$ cat src/hw/rtl/wsfr_pkg.sv
// Shared types and constants for the WebSocket fragment reassembler.
package wsfr_pkg;

  // Operation codes of an input item
  localparam logic OP_HEADER = 1'b0;
  localparam logic OP_DATA   = 1'b1;

  // Frame opcodes
  localparam logic [3:0] OPC_CONT   = 4'h0;
  localparam logic [3:0] OPC_TEXT   = 4'h1;
  localparam logic [3:0] OPC_BINARY = 4'h2;

  // Register indexes, decoded from paddr[2]
  localparam logic REG_MODE    = 1'b0;
  localparam logic REG_MAX_MSG = 1'b1;

  localparam logic [15:0] MAX_MSG_RESET = 16'd4096;

  typedef enum logic [1:0] {
    ST_PENDING    = 2'd0,
    ST_INCOMPLETE = 2'd1,
    ST_COMPLETE   = 2'd2,
    ST_ERROR      = 2'd3
  } status_t;

  typedef struct packed {
    logic        operation;
    logic [3:0]  opcode;
    logic        fin;
    logic [15:0] frame_length;
    logic [15:0] chunk_offset;
    logic [15:0] chunk_length;
    logic [7:0]  byte_value;
  } in_item_t;

  typedef struct packed {
    status_t     status;
    logic        byte_valid;
    logic [15:0] byte_index;
    logic [7:0]  out_byte;
    logic [15:0] total_length;
  } out_item_t;

  typedef struct packed {
    logic        mode;
    logic [15:0] max_message_bytes;
  } cfg_t;

endpackage

$ cat src/hw/rtl/wsfr_cfg_regs.sv
// APB-style configuration registers: mode and maximum message size.
module wsfr_cfg_regs (
  input  logic                clk,
  input  logic                rst,
  input  logic                psel,
  input  logic                penable,
  input  logic                pwrite,
  input  logic [2:0]          paddr,
  input  logic [31:0]         pwdata,
  output logic [31:0]         prdata,
  output logic                pready,
  output wsfr_pkg::cfg_t      cfg
);
  import wsfr_pkg::*;

  logic wr_en;

  assign pready = 1'b1;
  assign wr_en  = psel && penable && pwrite;

  always_ff @(posedge clk) begin
    if (rst) begin
      cfg.mode              <= 1'b0;
      cfg.max_message_bytes <= MAX_MSG_RESET;
    end else if (wr_en) begin
      case (paddr[2])
        REG_MODE:    cfg.mode              <= pwdata[0];
        REG_MAX_MSG: cfg.max_message_bytes <= pwdata[15:0];
        default:     ;
      endcase
    end
  end

  always_comb begin
    case (paddr[2])
      REG_MODE:    prdata = {31'd0, cfg.mode};
      REG_MAX_MSG: prdata = {16'd0, cfg.max_message_bytes};
      default:     prdata = '0;
    endcase
  end

endmodule

$ cat src/hw/rtl/wsfr_core.sv
// Reassembly state and the per-item check and update logic.
module wsfr_core #(
  parameter int LENGTH_BITS = 16
) (
  input  logic                 clk,
  input  logic                 rst,
  input  wsfr_pkg::cfg_t       cfg,
  input  logic                 accept,
  input  wsfr_pkg::in_item_t   item,
  output wsfr_pkg::out_item_t  res
);
  import wsfr_pkg::*;

  localparam int L = LENGTH_BITS;

  typedef struct packed {
    logic         assembling;
    logic         awaiting_continuation;
    logic [L-1:0] bytes_received;
    logic [L-1:0] current_frame_length;
    logic [L-1:0] current_frame_offset;
    logic [L-1:0] chunk_bytes_left;
    logic         chunk_final;
  } state_t;

  state_t       st;
  state_t       st_next;
  logic [3:0]   start_opc;
  logic [L-1:0] maxb;
  logic [L-1:0] plen;
  logic [L-1:0] poff;
  logic [L-1:0] clen;
  logic [L-1:0] norm;
  logic         err;
  logic         end_of_chunk;

  always_comb begin
    st_next      = st;
    res          = '0;
    res.status   = ST_PENDING;
    err          = 1'b0;
    end_of_chunk = 1'b0;
    start_opc    = cfg.mode ? OPC_BINARY : OPC_TEXT;
    maxb         = L'(cfg.max_message_bytes);
    plen         = L'(item.frame_length);
    poff         = L'(item.chunk_offset);
    clen         = L'(item.chunk_length);
    norm         = (plen == '0) ? clen : plen;

    if (item.operation == OP_HEADER) begin
      if (st.chunk_bytes_left != '0 ||
          (item.opcode != start_opc && item.opcode != OPC_CONT)) err = 1'b1;
      if (cfg.mode && (norm == '0 || norm > maxb)) err = 1'b1;
      // a too-large offset already fails, so the difference cannot wrap when it matters
      if (norm < clen || poff > norm || clen > norm - poff) err = 1'b1;
      if (poff == '0) begin
        if (item.opcode == start_opc) begin
          if (st.assembling) err = 1'b1;
          st_next.assembling            = 1'b1;
          st_next.bytes_received        = '0;
          st_next.awaiting_continuation = 1'b0;
        end else if (!st.assembling || !st.awaiting_continuation) begin
          err = 1'b1;
        end
        st_next.current_frame_length = norm;
        st_next.current_frame_offset = '0;
      end else if (!st.assembling || poff != st.current_frame_offset ||
                   norm != st.current_frame_length) begin
        err = 1'b1;
      end
      if (st_next.bytes_received > maxb || clen > maxb - st_next.bytes_received) err = 1'b1;
      st_next.chunk_final      = item.fin;
      st_next.chunk_bytes_left = clen;
      end_of_chunk             = (clen == '0);
    end else begin
      if (st.chunk_bytes_left == '0) begin
        err = 1'b1;
      end else begin
        st_next.bytes_received       = st.bytes_received + L'(1);
        st_next.current_frame_offset = st.current_frame_offset + L'(1);
        st_next.chunk_bytes_left     = st.chunk_bytes_left - L'(1);
        res.byte_valid               = 1'b1;
        res.byte_index               = 16'(st.bytes_received);
        res.out_byte                 = item.byte_value;
        end_of_chunk                 = (st.chunk_bytes_left == L'(1));
      end
    end

    // chunk done: decide frame and message end on the updated counters
    if (end_of_chunk && !err) begin
      if (st_next.current_frame_offset < st_next.current_frame_length) begin
        res.status = ST_INCOMPLETE;
      end else if (st_next.current_frame_offset != st_next.current_frame_length) begin
        // keep the byte of a data transaction, clear the state
        st_next    = '0;
        res.status = ST_ERROR;
      end else if (!st_next.chunk_final) begin
        st_next.awaiting_continuation = 1'b1;
        st_next.current_frame_length  = '0;
        st_next.current_frame_offset  = '0;
        res.status                    = ST_INCOMPLETE;
      end else begin
        res.status       = ST_COMPLETE;
        res.total_length = 16'(st_next.bytes_received);
        st_next          = '0;
      end
    end

    if (err) begin
      st_next    = '0;
      res        = '0;
      res.status = ST_ERROR;
    end
  end

  always_ff @(posedge clk) begin
    if (rst) begin
      st <= '0;
    end else if (accept) begin
      st <= st_next;
    end
  end

endmodule

$ cat src/hw/rtl/wsfr_out_buf.sv
// Result register with a skid stage, decoupling the result side from the item side.
module wsfr_out_buf (
  input  logic                 clk,
  input  logic                 rst,
  input  logic                 push,
  input  wsfr_pkg::out_item_t  push_data,
  output logic                 full,
  output logic                 result_valid,
  output wsfr_pkg::out_item_t  result,
  input  logic                 result_stall
);
  import wsfr_pkg::*;

  out_item_t skid;
  logic      skid_valid;
  logic      pop;
  logic      to_main;

  assign full    = skid_valid;
  assign pop     = result_valid && !result_stall;
  assign to_main = !result_valid || pop;

  always_ff @(posedge clk) begin
    if (rst) begin
      result_valid <= 1'b0;
      skid_valid   <= 1'b0;
    end else if (push) begin
      // skid is empty whenever a transaction is taken
      if (to_main) result_valid <= 1'b1;
      else         skid_valid   <= 1'b1;
    end else if (pop) begin
      result_valid <= skid_valid;
      skid_valid   <= 1'b0;
    end
  end

  always_ff @(posedge clk) begin
    if (push) begin
      if (to_main) result <= push_data;
      else         skid   <= push_data;
    end else if (pop) begin
      result <= skid;
    end
  end

endmodule

$ cat src/hw/rtl/ws_fragment_reassembler_top.sv
// Top level of the WebSocket fragment reassembler.
//
// Takes chunk headers and data bytes and returns one result per item: status, the
// accepted byte with its message index for an external store, and the message
// length on completion. All checks and counter updates for an item are done in
// the cycle it is accepted, against the reassembly state registers, so sustained
// throughput is one item per cycle while item_stall is low. Results sit in an
// output register backed by a one-entry skid stage; item_stall rises only when
// both hold a result that the result side has not yet taken. Any rule violation
// returns status error and clears the reassembly state. Configuration (mode at
// 0x0, max_message_bytes at 0x4) is written over the APB port with no wait
// states; the user must write it only while no item is in flight (not enforced).
module ws_fragment_reassembler_top #(
  parameter int LENGTH_BITS = 16
) (
  input  logic                 clk,
  input  logic                 rst,
  input  logic                 psel,
  input  logic                 penable,
  input  logic                 pwrite,
  input  logic [2:0]           paddr,
  input  logic [31:0]          pwdata,
  output logic [31:0]          prdata,
  output logic                 pready,
  input  logic                 item_valid,
  output logic                 item_stall,
  input  wsfr_pkg::in_item_t   item,
  output logic                 result_valid,
  input  logic                 result_stall,
  output wsfr_pkg::out_item_t  result
);
  import wsfr_pkg::*;

  cfg_t      cfg;
  out_item_t core_res;
  logic      accept;

  assign accept = item_valid && !item_stall;

  wsfr_cfg_regs u_cfg (
    .clk     (clk),
    .rst     (rst),
    .psel    (psel),
    .penable (penable),
    .pwrite  (pwrite),
    .paddr   (paddr),
    .pwdata  (pwdata),
    .prdata  (prdata),
    .pready  (pready),
    .cfg     (cfg)
  );

  wsfr_core #(
    .LENGTH_BITS (LENGTH_BITS)
  ) u_core (
    .clk    (clk),
    .rst    (rst),
    .cfg    (cfg),
    .accept (accept),
    .item   (item),
    .res    (core_res)
  );

  wsfr_out_buf u_out (
    .clk          (clk),
    .rst          (rst),
    .push         (accept),
    .push_data    (core_res),
    .full         (item_stall),
    .result_valid (result_valid),
    .result       (result),
    .result_stall (result_stall)
  );

endmodule
$ cat config.mk
export PLATFORM = sky130hd
export DESIGN_NAME = ws_fragment_reassembler_top
export DESIGN_NICKNAME = d
export VERILOG_FILES = /design/src/hw/rtl/wsfr_pkg.sv /design/src/hw/rtl/wsfr_cfg_regs.sv /design/src/hw/rtl/wsfr_core.sv /design/src/hw/rtl/wsfr_out_buf.sv /design/src/hw/rtl/ws_fragment_reassembler_top.sv
export SDC_FILE = /design/constraint.sdc
export NUM_CORES = 1
export LEC_CHECK = 0
export ABC_AREA = 1
export BUFFER_PORTS_ARGS = -buffer_cell sky130_fd_sc_hd__buf_2
export CORE_UTILIZATION = 40
export DETAILED_ROUTE_END_ITERATION = 10
export PLACE_DENSITY = 0.6
export SYNTH_ARGS = -nofsm -noshare
export SYNTH_HDL_FRONTEND = slang
export SYNTH_SLANG_ARGS = --single-unit
$ cat constraint.sdc
create_clock -name clk -period 9.9 [get_ports clk]
set_input_delay 1.98 -clock clk [delete_from_list [all_inputs] [get_ports clk]]
set_output_delay 1.98 -clock clk [all_outputs]
set_load 0.01 [all_outputs]
==> results_dict.tcl, run 1 <==
set metrics [dict create \
    ys_types 54 \
    cp_max_fo 17 \
    final_cell_mix "441 x nand2_1, 226 x inv_1, 175 x nor2_1" \
    first_pass_iters 8 \
    grt.total_usage 0.235 \
    post-route-drc-count 10 \
    slew_headroom 0.212 \
    fp.dieW_um 180 \
    worstMarginPinSlew_ns 1.18 \
    hp-class "flip-flop to flip-flop" \
    hold_path_startpoint "u_core.st[0]" \
    synth_cells 1780 \
    critical_path.startpoint "item[35]" \
    dp_hpwl_mm 28.1 \
    status "finished, violations left" \
    drtIter0Drc 823 \
    reg2reg_from "u_cfg.cfg[16]" \
    ioPinCount 182 \
    yosysTopAreaCell "edfxtp_1" \
    cts-root-buf "clkbuf_16" \
    worstSetupPathType "input port to flip-flop" \
    wl_per_cell_um 16.3 \
    yosysTopAreaCellShare 0.204 \
    clk_pin_slew_worst_paths_ns 0.07 \
    final_common_cell "nand2_1" \
    power_density_nw_per_um2 133 \
    drv_slew 0 \
    area_delta_synth_final_pct 12.3 \
    maxCapViolations 0 \
    multi_input_area_um2 7160 \
    post_cts_buffers 0 \
    grt_max_degree 101 \
    avgSynthCellArea_um2 7.11 \
    numCtsBuffers 17 \
    ys_warn_count 0 \
    initial_core_util 0.411 \
    grt_pass1_vias 11287 \
    yosysSeqAreaShare 0.340 \
    synth_area_um2 12700 \
    crit_path_frequent_cell "nand2_1" \
    hold_violations 0 \
    die_area_um2 32400 \
    htreeDepth 4 \
    ys_ff_latch 172 \
    fin_ws_ns 1.87 \
    fin_setup_tns_ns 0 \
    synth_area_leaders "edfxtp_1 20%, dfxtp_1 14%, nand2_1 13%" \
    cts-resized-gates 0 \
    regArea_um2 4300 \
    vias 11941 \
    preCtsSetupSlack_ns 1.46 \
    fillers 3181 \
    fmax_mhz 124 \
    rsz0062_at_grt "false" \
    grt.overflow.total 0 \
    clk_latency_ns 0.46 \
    grt_pass1_wl_mm 59.6 \
    holdWs_ns 0.460 \
    slowest_stage "fa_1" \
    clkSinkCount 172 \
    vias_per_cell 5.20 \
    routed_wl_mm 37.5 \
    ir_drop_uv 109 \
    violations "DRC" \
    fin_nets 2111 \
    clockBufferDepth 2 \
    period_needed_ns 8.03 \
    arrival_ns 8.33 \
    fp.coreArea_um2 30800 \
    setup_viol_count_final 0 \
    utilization 0.461 \
    antenna_found_initial 0 \
    io_buffers 146 \
    fin_skew_ns 0.0162 \
    postCtsHoldBufs 0 \
    critical_path.max_stage_delay_ns 0.45 \
    n_antenna_cell 0 \
    fp.dieH_um 180 \
    cp-start-kind "input port" \
    end_kind "flip-flop" \
    drive_gt1_frac 0.123 \
    cp.required_ns 10.20 \
    tritoncts "built" \
    rows 64 \
    fin_crit_sh 0.811 \
    finalPower_mw 1.88 \
    ant_nets 0 \
    finalWeightedCongestion 0.895 \
    p_leak_nw 6.65 \
]
area by class of cell:
cell class	instances	area share
multi-input combinational	1310	0.504
sequential	172	0.303
inverter	232	0.0613
timing repair buffer	156	0.0567
tap	396	0.0349
clock buffer	17	0.0299
clock inverter	15	0.0107
synth_stat cells, drive strengths merged:
master	n
nand2	455
inv	231
nor2	183
a21oi	154
o21ai	124
ha	116
nand3	87
dfxtp	86
edfxtp	86
clkbuf	43
nand4	42
buf	38
xor2	23
nor3	20
xnor2	18
a31oi	10
nor4	8
o211ai	7
o21a	6
or2	6
a211oi	3
a21o	3
a22oi	3
nand3b	3
o21bai	3
o22ai	3
a21boi	2
a221o	2
conb	2
fa	2
mux2i	2
o31ai	2
a2111oi	1
and2	1
and3	1
clkinv	1
mux2	1
nor3b	1
o32ai	1
routing by layer:
layer / share of wire / up-vias / GRT usage / wire length, µm
met5: 0 / - / 0 / 0
met4: 0.037 / 0 / 0.104 / 1370
met3: 0.058 / 79 / 0.0399 / 2170
met2: 0.47 / 344 / 0.395 / 17600
met1: 0.44 / 5464 / 0.296 / 16400
li1: - / 6054 / - / -
power by group:
group          switching [mW]  leakage [nW]  internal [mW]
clock network           0.337         0.279          0.335
logic                   0.274          4.79          0.147
registers              0.0146          1.57          0.777
total                   0.625          6.65           1.26
sequential cells by signal, summed over array words and instances, names as in the netlist:
register and flops:
u_core.st 67, u_cfg.cfg 17, u_out.result_valid 1, u_out.result 43, u_out.full 1, u_out.skid 43
worst max-delay path: cells and delay by family:
family / cells / cell delay, ns
AOI/OAI and AO/OA: 6 / 1.34
xor gates and xnor gates: 1 / 0.11
adders and majority gates: 3 / 0.97
and+or+nand+nor: 20 / 3.29
buffers and inverters: 4 / 0.60
metrics by stage:
| stage | instances | cell area (µm²) |
|---|---|---|
| after floorplan | 1795 | 12700 |
| after global placement | 2266 | 13600 |
| after detailed placement | 2266 | 13600 |
| after CTS | 2298 | 14200 |
| after global routing | 2298 | 14200 |
| final | 2298 | 14200 |
final timing paths:
check,to,slack (ns),depth (start not counted)
worst max-delay path,u_out.skid[7],1.87,34
worst min-delay path,u_core.st[0],0.46,2
worst max register to register,u_out.skid[7],3.29,33
worst min register to register,u_core.st[0],0.46,2
cells by family (layout without fill, tap and decap cells):
group,Yosys count,count (layout),share of synthesized area
buffers and inverters,313,420,0.101
xor gates and xnor gates,41,41,0.0284
other,2,17,0.000593
adders and majority gates,118,118,0.118
AOI/OAI and AO/OA,324,324,0.139
muxes,3,3,0.00247
DFF,172,172,0.340
and+or+nand+nor,807,807,0.270
Note: power is estimated with default switching activity, not from simulation.
==> inputs of run 2 (changes only) <==
- PLACE_DENSITY: 0.6 -> 0.62
- clock period: 9.9 -> 6.62 ns (I/O delays scaled with it)
==> run 2 against run 1 <==
Compared with the run above:
- the flow still finishes with violations (DRC)
- non-clock buffer count is 72 higher
- sequential share of layout area fell by 1.5 points
- global-route usage grew 0.24 points
- count of clock-buffer cells in the layout stayed put
- clock power increased by 61%
- utilization increased by 2.4 points
- sequential power up 49%
- worst hold slack gained 0.0074 ns
- die area stayed put
- sequential cell count did not move
- critical path type unchanged
- critical endpoint unchanged
==> results_dict.tcl, run 2 (synthesized netlist as in run 1, its figures left out) <==
set metrics [dict create \
    grt_pass1_vias 11574 \
    preCtsSetupSlack_ns -0.258 \
    vias_per_cell 5.17 \
    maxCapViolations 0 \
    grt_max_degree 88 \
    power_density_nw_per_um2 197 \
    fp.dieW_um 180 \
    finalPower_mw 2.95 \
    io_buffers 146 \
    fmax_mhz 162 \
    clk_latency_ns 0.45 \
    tritoncts "built" \
    htreeDepth 4 \
    clockBufferDepth 2 \
    vias 12268 \
    final_cell_mix "438 x nand2_1, 226 x inv_1, 174 x nor2_1" \
    fp.coreArea_um2 30800 \
    final_common_cell "nand2_1" \
    holdWs_ns 0.467 \
    rsz0062_at_grt "false" \
    area_delta_synth_final_pct 18.1 \
    wl_per_cell_um 16.1 \
    arrival_ns 6.47 \
    slew_headroom 0.327 \
    ir_drop_uv 179 \
    drv_slew 0 \
    period_needed_ns 6.18 \
    fin_crit_sh 0.933 \
    numCtsBuffers 17 \
    regMostFlops "u_core.st" \
    initial_core_util 0.411 \
    design_area_um2 14900 \
    die_area_um2 32400 \
    ioPinCount 182 \
    cts-root-buf "clkbuf_16" \
    clk_pin_slew_worst_paths_ns 0.08 \
    cp.required_ns 6.91 \
    fin_skew_ns 0.0182 \
    hold_violations 0 \
    cp_max_fo 17 \
    fin_ws_ns 0.444 \
    hp-class "flip-flop to flip-flop" \
    grt.overflow.total 0 \
    setup_viol_count_final 0 \
    first_pass_iters 9 \
    antenna_found_initial 0 \
    utilization 0.485 \
    fin_nets 2183 \
    dp_hpwl_mm 28.7 \
    critical_path.max_stage_delay_ns 0.39 \
    ant_nets 0 \
    grt_pass1_wl_mm 60.6 \
    drive_gt1_frac 0.163 \
    clkSinkCount 172 \
    drtIter0Drc 997 \
    worstSetupPathType "input port to flip-flop" \
    finalWeightedCongestion 0.887 \
    placed_area_um2 14200 \
    end_kind "flip-flop" \
    rows 64 \
    largest_register_ffs 67 \
    post-route-drc-count 22 \
    top_regs "u_core.st x67, u_out.result x43, u_out.skid x43" \
    slowest_stage "fa_2" \
    violations "DRC" \
    grt.total_usage 0.238 \
    cp-start-kind "input port" \
    routed_wl_mm 38.2 \
    status "finished, violations left" \
    fp.dieH_um 180 \
    worstMarginPinSlew_ns 1.01 \
    p_leak_nw 7.04 \
]
## run 2: changes by cell type in the layout (fill, tap and decap cells not counted), moves of 3 or more
cell | before | now
nand2_2 | 12 | 15
buf_12 | 0 | 3
buf_4 | 10 | 79
nand2_1 | 441 | 438
ha_4 | 0 | 3
ha_1 | 116 | 113
o21ai_0 | 119 | 115
o21ai_2 | 0 | 3
## run 2: path summary, 6_finish.rpt
kind / startpoint / to / slack, ns / cells after the start
worst max-delay path: item[34] / u_out.skid[7] / 0.44 / 36
worst min-delay path: u_core.st[0] / u_core.st[0] / 0.47 / 2
worst max register to register: u_cfg.cfg[16] / u_out.skid[7] / 1.18 / 35
worst min register to register: u_core.st[0] / u_core.st[0] / 0.47 / 2
## run 2: area by class of cell
| class | count | area, µm² |
|---|---|---|
| inverter | 232 | 871 |
| clock inverter | 15 | 196 |
| fill | 3085 | 15900 |
| multi-input combinational | 1310 | 7270 |
| timing repair buffer | 228 | 1380 |
| tap | 396 | 495 |
| antenna | 1 | 2.50 |
| clock buffer | 17 | 425 |
| sequential | 172 | 4300 |
## run 2: stage by stage
step | std cells | TNS (ns)
3_3_place_gp | 2337 | -11.19
3_5_place_dp | 2337 | -14.94
2_1_floorplan | 1795 | 0
6_report | 2371 | 0
5_1_grt | 2370 | 0
4_1_cts | 2369 | 0
## run 2: timing repair
item,CTS,global route
setup buffers,0,1
hold endpoints to repair,0,0
resized for setup,0,22
hold buffers,0,0
endpoints found under the setup margin,0,103
## run 2: power breakdown
| group | internal, mW | switching (mW) |
|---|---|---|
| logic | 0.262 | 0.427 |
| clock network | 0.578 | 0.500 |
| registers | 1.16 | 0.0224 |
| total | 2.00 | 0.950 |
## run 2: per-layer routing
metal  track usage  wire [µm]  vias to the layer above
met5             0          0                        -
met4        0.0959       1220                        0
met3        0.0324       2270                       68
met2         0.402      18200                      391
met1         0.305      16600                     5602
li1              -          -                     6207
## run 2: critical path, delay by kind of cell
| kind | cells | cell delay (ns) |
|---|---|---|
| and+or+nand+nor | 20 | 2.41 |
| adders and majority gates | 3 | 0.90 |
| buffers and inverters | 7 | 0.86 |
| AOI/OAI and AO/OA | 5 | 0.81 |
| xor gates and xnor gates | 1 | 0.15 |
